`src/rtl/core/sbs_pkg.sv`:
```
`default_nettype none

package sbs_pkg;

  localparam int TABLE_DEPTH = 32;

  // Cell address width and the width of a count that can hold the depth itself.
  localparam int IDX_W = (TABLE_DEPTH > 1) ? $clog2(TABLE_DEPTH) : 1;
  localparam int CNT_W = $clog2(TABLE_DEPTH + 1);

  // Fixed field widths of the words on the ports.
  localparam int ENTRY_W = 5;
  localparam int VALUE_W = 32;
  localparam int SIZE_W  = 6;

  // Width used when a cell compares a write address with its own address.
  localparam int ID_CMP_W = (IDX_W > ENTRY_W) ? IDX_W : ENTRY_W;

  localparam logic REQ_WRITE  = 1'b0;
  localparam logic REQ_SEARCH = 1'b1;

  // One word travelling down the cell chain, with the compare bits that the
  // cells it has passed have filled in.
  typedef struct packed {
    logic                     valid;
    logic                     req_type;
    logic [ENTRY_W-1:0]       idx;
    logic signed [VALUE_W-1:0] value;
    logic [TABLE_DEPTH-1:0]   eq;
    logic [TABLE_DEPTH-1:0]   lt;
  } stage_t;

endpackage

`default_nettype wire

```
`src/rtl/core/sbs_cell.sv`:
```
`default_nettype none

module sbs_cell
  import sbs_pkg::*;
(
  input  wire logic             clk,
  input  wire logic             rst_n,
  input  wire logic             adv,
  input  wire logic [IDX_W-1:0] cell_id,
  input  wire stage_t           stage_in,
  output stage_t                stage_out
);

  logic signed [VALUE_W-1:0] entry_r;
  stage_t                    stage_r;
  stage_t                    stage_nxt;
  logic                      hit_write;

  assign hit_write = stage_in.valid && (stage_in.req_type == REQ_WRITE) &&
                     (ID_CMP_W'(stage_in.idx) == ID_CMP_W'(cell_id));

  // A search picks up this cell's equal and less-than bits as it passes. Any
  // write ahead of it has already gone by, so the entry is current.
  always_comb begin
    stage_nxt = stage_in;
    if (stage_in.valid && (stage_in.req_type == REQ_SEARCH)) begin
      stage_nxt.eq[cell_id] = (stage_in.value == entry_r);
      stage_nxt.lt[cell_id] = (stage_in.value < entry_r);
    end
  end

  always_ff @(posedge clk) begin
    if (adv && hit_write) begin
      entry_r <= stage_in.value;
    end
  end

  always_ff @(posedge clk) begin
    if (!rst_n) begin
      stage_r.valid <= 1'b0;
    end else if (adv) begin
      stage_r <= stage_nxt;
    end
  end

  assign stage_out = stage_r;

endmodule

`default_nettype wire

```
`src/rtl/core/sbs_search.sv`:
```
`default_nettype none

module sbs_search
  import sbs_pkg::*;
(
  input  wire logic             clk,
  input  wire logic             rst_n,
  input  wire stage_t           tail,
  input  wire logic [CNT_W-1:0] size_lim,
  output logic                  adv,
  output logic                  out_valid,
  input  wire logic             out_stall,
  output logic                  out_found
);

  localparam logic ST_IDLE  = 1'b0;
  localparam logic ST_PROBE = 1'b1;

  logic                   state_r, state_nxt;
  logic [CNT_W-1:0]       lo_r, lo_nxt;
  logic [CNT_W-1:0]       hi_r, hi_nxt;
  logic [TABLE_DEPTH-1:0] eq_r, lt_r;
  logic                   out_valid_r, out_valid_nxt;
  logic                   out_found_r, out_found_nxt;

  logic                   tail_search;
  logic                   take_search;
  logic                   out_free;
  logic                   finish;
  logic                   result;
  logic [CNT_W:0]         mid_sum;
  logic [IDX_W-1:0]       mid;

  assign tail_search = tail.valid && (tail.req_type == REQ_SEARCH);
  // The chain stops only when a search at its tail finds the probe loop busy.
  assign adv         = !(tail_search && (state_r == ST_PROBE));
  assign take_search = tail_search && adv;
  assign out_free    = !out_valid_r || !out_stall;

  // Interval is [lo, hi) so it never goes negative; mid = (lo + hi - 1) / 2.
  assign mid_sum = (CNT_W + 1)'(lo_r) + (CNT_W + 1)'(hi_r) - (CNT_W + 1)'(1);
  assign mid     = mid_sum[IDX_W:1];

  always_comb begin
    state_nxt     = state_r;
    lo_nxt        = lo_r;
    hi_nxt        = hi_r;
    out_valid_nxt = out_valid_r && out_stall;
    out_found_nxt = out_found_r;
    finish        = 1'b0;
    result        = 1'b0;

    case (state_r)
      ST_IDLE: begin
        if (take_search) begin
          lo_nxt    = '0;
          hi_nxt    = size_lim;
          state_nxt = ST_PROBE;
        end
      end
      ST_PROBE: begin
        if (lo_r >= hi_r) begin
          finish = 1'b1;
          result = 1'b0;
        end else if (eq_r[mid]) begin
          finish = 1'b1;
          result = 1'b1;
        end else if (lt_r[mid]) begin
          hi_nxt = CNT_W'(mid);
        end else begin
          lo_nxt = CNT_W'(mid) + CNT_W'(1);
        end
        // A finished search waits here until the output register is free.
        if (finish) begin
          lo_nxt = lo_r;
          hi_nxt = hi_r;
          if (out_free) begin
            out_valid_nxt = 1'b1;
            out_found_nxt = result;
            state_nxt     = ST_IDLE;
          end
        end
      end
      default: begin
        state_nxt = ST_IDLE;
      end
    endcase
  end

  always_ff @(posedge clk) begin
    if (!rst_n) begin
      state_r     <= ST_IDLE;
      out_valid_r <= 1'b0;
    end else begin
      state_r     <= state_nxt;
      out_valid_r <= out_valid_nxt;
    end
  end

  always_ff @(posedge clk) begin
    lo_r        <= lo_nxt;
    hi_r        <= hi_nxt;
    out_found_r <= out_found_nxt;
    if (take_search) begin
      eq_r <= tail.eq;
      lt_r <= tail.lt;
    end
  end

  assign out_valid = out_valid_r;
  assign out_found = out_found_r;

  a_take_when_idle: assert property (@(posedge clk) disable iff (!rst_n)
    take_search |-> state_r == ST_IDLE)
    else $error("search loaded while the probe loop is busy");

  a_interval_order: assert property (@(posedge clk) disable iff (!rst_n)
    state_r == ST_PROBE |-> (lo_r <= hi_r) && (int'(hi_r) <= TABLE_DEPTH))
    else $error("probe interval out of order or beyond the table");

  a_finish_to_idle: assert property (@(posedge clk) disable iff (!rst_n)
    (state_r == ST_PROBE) && finish && out_free |=> state_r == ST_IDLE && out_valid_r)
    else $error("finished search did not reach the output register");

  a_hold_interval: assert property (@(posedge clk) disable iff (!rst_n)
    (state_r == ST_PROBE) && finish && !out_free |=> state_r == ST_PROBE &&
      $stable(lo_r) && $stable(hi_r))
    else $error("blocked result lost its interval");

endmodule

`default_nettype wire

```
`src/rtl/core/sorted_table_binary_search_top.sv`:
```
`default_nettype none

// Searches a table of TABLE_DEPTH signed 32-bit entries that software loads in
// ascending order, one entry per write word; table_size selects how many of the
// first entries a search considers (values above the depth count as the depth).
// Every word, write or search, moves down a chain of TABLE_DEPTH cells, one cell
// per cycle unless the chain stops; each cell holds one entry and adds its equal
// and less-than bits to a passing search, so words keep their order and a search
// sees every earlier write. At the end of the chain a probe loop walks the binary
// search over those bits, one probe per cycle. A search is loaded into the loop
// only while it is idle; the chain stops while a search at its tail waits for a
// busy loop, and the loop stays busy while the result side stalls. Writes flow at
// one per cycle unless the chain stops. A word passes the TABLE_DEPTH cell
// registers; a search then goes through the probe loop to the output register. A
// write gives no result word; a search gives one, with found set if a probe
// matched. Reading an entry never written since reset gives an undefined answer.
module sorted_table_binary_search_top
  import sbs_pkg::*;
(
  input  wire logic                      clk,
  input  wire logic                      rst_n,
  input  wire logic                      cfg_we,
  input  wire logic [SIZE_W-1:0]         cfg_wdata,
  input  wire logic                      in_valid,
  output logic                           in_stall,
  input  wire logic                      in_req_type,
  input  wire logic [ENTRY_W-1:0]        in_entry_index,
  input  wire logic signed [VALUE_W-1:0] in_value,
  output logic                           out_valid,
  input  wire logic                      out_stall,
  output logic                           out_found
);

  logic [SIZE_W-1:0] table_size_r;
  logic [CNT_W-1:0]  size_lim;
  logic              adv;
  stage_t            stage [TABLE_DEPTH+1];

  always_ff @(posedge clk) begin
    if (!rst_n) begin
      table_size_r <= '0;
    end else if (cfg_we) begin
      table_size_r <= cfg_wdata;
    end
  end

  always_comb begin
    if (int'(table_size_r) > TABLE_DEPTH) begin
      size_lim = CNT_W'(TABLE_DEPTH);
    end else begin
      size_lim = CNT_W'(table_size_r);
    end
  end

  always_comb begin
    stage[0]          = '0;
    stage[0].valid    = in_valid;
    stage[0].req_type = in_req_type;
    stage[0].idx      = in_entry_index;
    stage[0].value    = in_value;
  end

  assign in_stall = !adv;

  for (genvar i = 0; i < TABLE_DEPTH; i++) begin : g_cell
    sbs_cell u_cell (
      .clk       (clk),
      .rst_n     (rst_n),
      .adv       (adv),
      .cell_id   (IDX_W'(i)),
      .stage_in  (stage[i]),
      .stage_out (stage[i+1])
    );
  end

  sbs_search u_search (
    .clk       (clk),
    .rst_n     (rst_n),
    .tail      (stage[TABLE_DEPTH]),
    .size_lim  (size_lim),
    .adv       (adv),
    .out_valid (out_valid),
    .out_stall (out_stall),
    .out_found (out_found)
  );

endmodule

`default_nettype wire
```
`config.mk`:
```
export PLATFORM = sky130hd
export DESIGN_NAME = sorted_table_binary_search_top
export DESIGN_NICKNAME = d
export VERILOG_FILES = /design/src/rtl/core/sbs_pkg.sv /design/src/rtl/core/sbs_cell.sv /design/src/rtl/core/sbs_search.sv /design/src/rtl/core/sorted_table_binary_search_top.sv
export SDC_FILE = /design/constraint.sdc
export NUM_CORES = 2
export LEC_CHECK = 0
export ABC_CLOCK_PERIOD_IN_PS = 67100
export BUFFER_PORTS_ARGS = -buffer_cell sky130_fd_sc_hd__buf_2
export CORE_ASPECT_RATIO = 1.2
export CORE_UTILIZATION = 55
export DETAILED_ROUTE_END_ITERATION = 12
export PLACE_DENSITY = 0.73
export SLEW_MARGIN = 0
export SYNTH_ARGS = -nofsm -noshare
export SYNTH_HDL_FRONTEND = slang
export SYNTH_SLANG_ARGS = --single-unit
```
`constraint.sdc`:
```
create_clock -name clk -period 67.1 [get_ports clk]
set_input_delay 13.42 -clock clk [delete_from_list [all_inputs] [get_ports clk]]
set_output_delay 13.42 -clock clk [all_outputs]
set_load 0.05 [all_outputs]
```
-- Word-level counts from Yosys, hierarchy flattened
Index checks and enable logic that the tools add are counted.
- add/sub/neg operators: 3
- $lt $le $gt $ge: 35
- equality and inequality tests: 69
- muxes and demuxes: 58
- bitwise operators: 34
- reduce and logical (&&, ||, !) cells: 141
- operator list (kind ; count):
    $eq A32 B32 Y1 ; 32
    $lt A32 B32 Y1 ; 32
    $logic_and A1 B1 Y1 ; 132
    $eq A5 B5 Y1 const B ; 16
    $mux W6 ; 11
    $mux W64 ; 1
    $mux W63 ; 1
    $mux W62 ; 1
    $mux W61 ; 1
    $mux W60 ; 1
    $mux W59 ; 1
    $mux W58 ; 1
    $mux W57 ; 1
    $mux W56 ; 1
    $mux W55 ; 1
    $mux W54 ; 1
    $mux W53 ; 1
    $mux W52 ; 1
    $mux W51 ; 1
    $mux W50 ; 1
    $mux W49 ; 1
    $mux W48 ; 1
    $mux W47 ; 1
    $mux W46 ; 1
    other kinds (35) ; 98
- register bits after elaboration: 4337
- input bits: 49
- output and inout port bits: 3
- word-level logic and storage cells: 571

-- Longest topological paths before layout
- depth after elaboration: 9
- depth in mapped cells: 12
- depth with buffers taken out: 12

-- Hierarchy
Synthesis repeated with hierarchy kept, for this count alone.
- cell total of the unflattened synthesis: 13548
- area, all modules: 192179.3 µm²
- by module, submodules not included (module ; times used ; cells each ; area each (µm²) ; sequential area each (µm²)):
    sbs_cell at g_cell[0].u_cell ... ; 25 ; 415 ; 5851.9 ; 4043.9
    sbs_cell at g_cell[4].u_cell ... ; 5 ; 414 ; 5968.2 ; 4043.9
    sbs_cell at g_cell[9].u_cell ; 1 ; 489 ; 6189.7 ; 4043.9
    sbs_cell at g_cell[18].u_cell ; 1 ; 383 ; 6020.8 ; 4043.9
    sbs_search ; 1 ; 203 ; 3555.9 ; 2352.3
    sorted_table_binary_search_top ; 1 ; 28 ; 275.3 ; 120.1

-- Worst setup path before layout
No wires, ideal clock.
- path kind: input to register
- from: input port rst_n
- to: register g_cell[0].u_cell.stage_r (netlist bit g_cell[0].u_cell.stage_out[0]), enable pin
- library setup time: 2909 ps
- arrival time: 63545 ps
- required time: 64191 ps
- slack: 647 ps
- stages: 2
- buffers on the path: 1
- cells stage by stage: clkbuf_1 -> and2_1
- longest elaborated chain between the ends: 1
- ends and longest elaborated chain (element ; line ; source):
    start, declared ; sorted_table_binary_search_top.sv:21 ; input wire logic rst_n,
    $reduce_and A2 Y1 (no line) ; - ;
    end signal, assigned ; sbs_cell.sv:42 ; stage_r <= stage_nxt;
    end, declared ; sbs_cell.sv:15 ; stage_t stage_r;
Every way passes these cells.
A chain may end at the register's enable or synchronous reset.

-- Worst setup path in the final report
- from: input port rst_n
- to: register g_cell[21].u_cell.stage_r (netlist bit g_cell[21].u_cell.stage_out[37]), enable pin
- longest elaborated chain between the ends: 1
- ends and longest elaborated chain (element ; line):
    $reduce_and A2 Y1 (no line) ; -
    end signal, assigned ; sbs_cell.sv:42
    end, declared ; sbs_cell.sv:15
Every way passes these cells.

==> flow_summary.toml <==
[yosys]
synth_seq_cells = 3376
yosys.area.top_type = "edfxtp_1"
synth_nets = 8441
avgSynthCellArea_um2 = 17.6
synth_top_area_frac = 0.773
netlist_top_cells_area = "edfxtp_1, ha_1, inv_1, a21o_1, a21oi_1"
synthCells = 7351
syn_area_um2 = 130000
yosys_warnings = 0
synth_edf_count = 3336
synth_flop_cell = "edfxtp_1"
synth_cell_types = 64
async_flop_share = 0
yosysSeqAreaShare = 0.780

[layout]
syn2layout_area_growth_pct = 11.6
drive_above_1_share = 0.0780
num-nets-final = 8872
design_area_um2 = 145000

[drt]
initialDrtViolationCount = 3975
drt-met1-wl_um = 84000
met2_length_um = 115000
routedWlPerCell_um = 19.2
wirelength_um = 215000
vias = 60100
ant_nets = 0
drc = 0
wl_met3_um = 7240
via_per_inst = 5.39
top_layer = "met4"
first_pass_iters = 5

[power_and_ir_drop]
switching_share = 0.197
power.share.combinational = 0.022
powerDensity_nw_per_um2 = 29.8
p_sw_mw = 0.848
pwr-share-seq = 0.571
leakagePower_nw = 55.6
clkPwrFrac = 0.407
peakVddDrop_mv = 0.0325
p_int_mw = 3.46

[place]
port_buffers = 51
routabilityCongestion = 0.839
placed_cell_area_um2 = 134000
dpl.hpwl_um = 145000

[clock_network]
cts_hold_buf = 0
path_clk_slew_ps = 60
cts_tree = "yes"
root_buffer = "clkbuf_16"
cts_buffers = 334
clk_path_buf_depth = 4
clock-sinks = 3376
cts_setup_buffers = 0
ctsResizeCount = 0
clkLatencyLatePin_ps = 930
htreeDepth = 5

[floorplan]
core_area_um2 = 234000
pin_count = 52
start_util = 0.555
die_h_um = 534
fp-row-count = 194
die_width_um = 445
dieArea_um2 = 237000

[worst_hold_path]
min_path_cells = 0
hold_path_class = "reg2reg"

[sta]
timing.final.crit_share = 0.279
tightestPinTransition_ps = 1240
whs_ps = 370
max_slew_margin = 0.175
slew_viol_final = 0
setup_viol = 0
rsz0062_at_grt = "false"
fmax_mhz = 53.4
fin_setup_tns_ps = 0
finalCriticalPeriod_ps = 18730
finClkSkew_ps = 51.0
timing.final.hold_violations = 0

[worst_setup_path]
critical_path.endpoint_type = "register"
cp-start-kind = "primary input"
r2r_slack_ps = 59860
cpPeakStageDelay_ps = 970
arrival_ps = 19230
crit_path_frequent_cell = "buf_4"
slowest_stage = "buf_4"
crit_fanout = 94
rr_worst_depth = 8
path_class = "in2reg"
cp_data_required_time_ps = 67610
crit_path_cell_trace = "buf_2 > buf_4 > and2_4 > buf_4 > buf_4 > buf_4 > buf_4 > buf_4"

[global_routing]
grt_pass1_vias = 62800
grt_overflow = 0
grt_max_degree = 214
grt_pass1_wl_um = 340000
antenna_found_initial = 3
grt_usage = 0.182

[status]
outcome = "finished, final reports clean"

[run]
drv_cap = 0
path summary, 6_finish.rpt:
check                                    endpoint                      startpoint
hold reg to reg    g_cell[9].u_cell.stage_out[32]  g_cell[8].u_cell.stage_out[32]
setup / recovery  g_cell[21].u_cell.stage_out[37]                           rst_n
hold / removal     g_cell[9].u_cell.stage_out[32]  g_cell[8].u_cell.stage_out[32]
setup reg to reg  g_cell[21].u_cell.stage_out[37]                u_search.state_r
metrics by stage:
stage          setup WS, ps  utilization  total power [mW]  instances
2_1_floorplan           647            -              2.69       7351
3_3_place_gp          47560        0.575              2.59      10600
3_5_place_dp          47370        0.575              2.60      10600
4_1_cts               48370        0.619              4.35      11200
5_1_grt               47920        0.619              4.45      11200
6_report              48370        0.619              4.31      11200
area by class of cell:
cell class | count | area (µm²)
tap | 3136 | 3920
sequential | 3376 | 101000
inverter | 1063 | 3990
multi-input combinational | 2895 | 24700
timing repair buffer | 112 | 776
clock inverter | 148 | 1200
clock buffer | 428 | 8990
antenna | 4 | 10.0
fill | 16100 | 88900
synth_stat cells (40+ instances only):
library cell / instances
edfxtp_1: 3336
inv_1: 1062
ha_1: 1040
a21oi_1: 291
a21o_1: 229
nand2_1: 217
nand4_1: 212
o21ai_0: 124
nor2_1: 115
nor2b_1: 80
nor4_1: 71
nand3_1: 62
a211oi_1: 42
dfxtp_1: 40
per-layer routing:
| layer | up-vias | GRT usage |
|---|---|---|
| li1 | 28700 | - |
| met1 | 29900 | 0.213 |
| met2 | 1085 | 0.335 |
| met3 | 448 | 0.0265 |
| met4 | 0 | 0.0747 |
| met5 | - | 0 |
logic make-up after synthesis:
group                      synth area share
DFF                                   0.780
buffers and inverters                0.0313
adders and majority gates             0.101
and+or+nand+nor                      0.0388
AOI/OAI and AO/OA                    0.0431
muxes                               0.00598
xor gates and xnor gates           0.000599
worst max-delay path: cells and delay by family:
family	cells	cell delay (ps)
buf+inv	7	4730
simple gates	1	800
power by group through the flow:
stage / logic [mW] / clock network, mW / registers [mW]
after floorplan: 0.0679 / 0 / 2.62
after global placement: 0.0890 / 0 / 2.50
after detailed placement: 0.0953 / 0 / 2.50
after CTS: 0.0967 / 1.79 / 2.46
after global routing: 0.109 / 1.87 / 2.47
final: 0.0957 / 1.75 / 2.46
sequential cells by signal, indices dropped and copies added (netlist names):
signal and count:
u_search.hi_r 6, g_cell.u_cell.stage_out 2267, u_search.lo_r 6, u_search.eq_r 32, g_cell.u_cell.entry_r 1024, table_size_r 6
u_search.out_found 1, u_search.state_r 1, u_search.out_valid 1, u_search.lt_r 32
cell usage in the layout, fill, tap and decap left out, types with 51 or more instances in the layout:
| cell | netlist | final |
|---|---|---|
| buf_4 | 1 | 56 |
| o21ai_0 | 124 | 124 |
| clkbuf_1 | 14 | 76 |
| nand2_1 | 217 | 217 |
| nand3_1 | 62 | 61 |
| a21oi_1 | 291 | 291 |
| clkinv_1 | 1 | 66 |
| edfxtp_1 | 3336 | 3336 |
| inv_1 | 1062 | 1062 |
| buf_2 | 2 | 51 |
| clkbuf_16 | 0 | 343 |
| nor2_1 | 115 | 111 |
| nand4_1 | 212 | 212 |
| nor2b_1 | 80 | 80 |
| a21o_1 | 229 | 229 |
| ha_1 | 1040 | 1040 |
(Power assumes the default switching activity.)
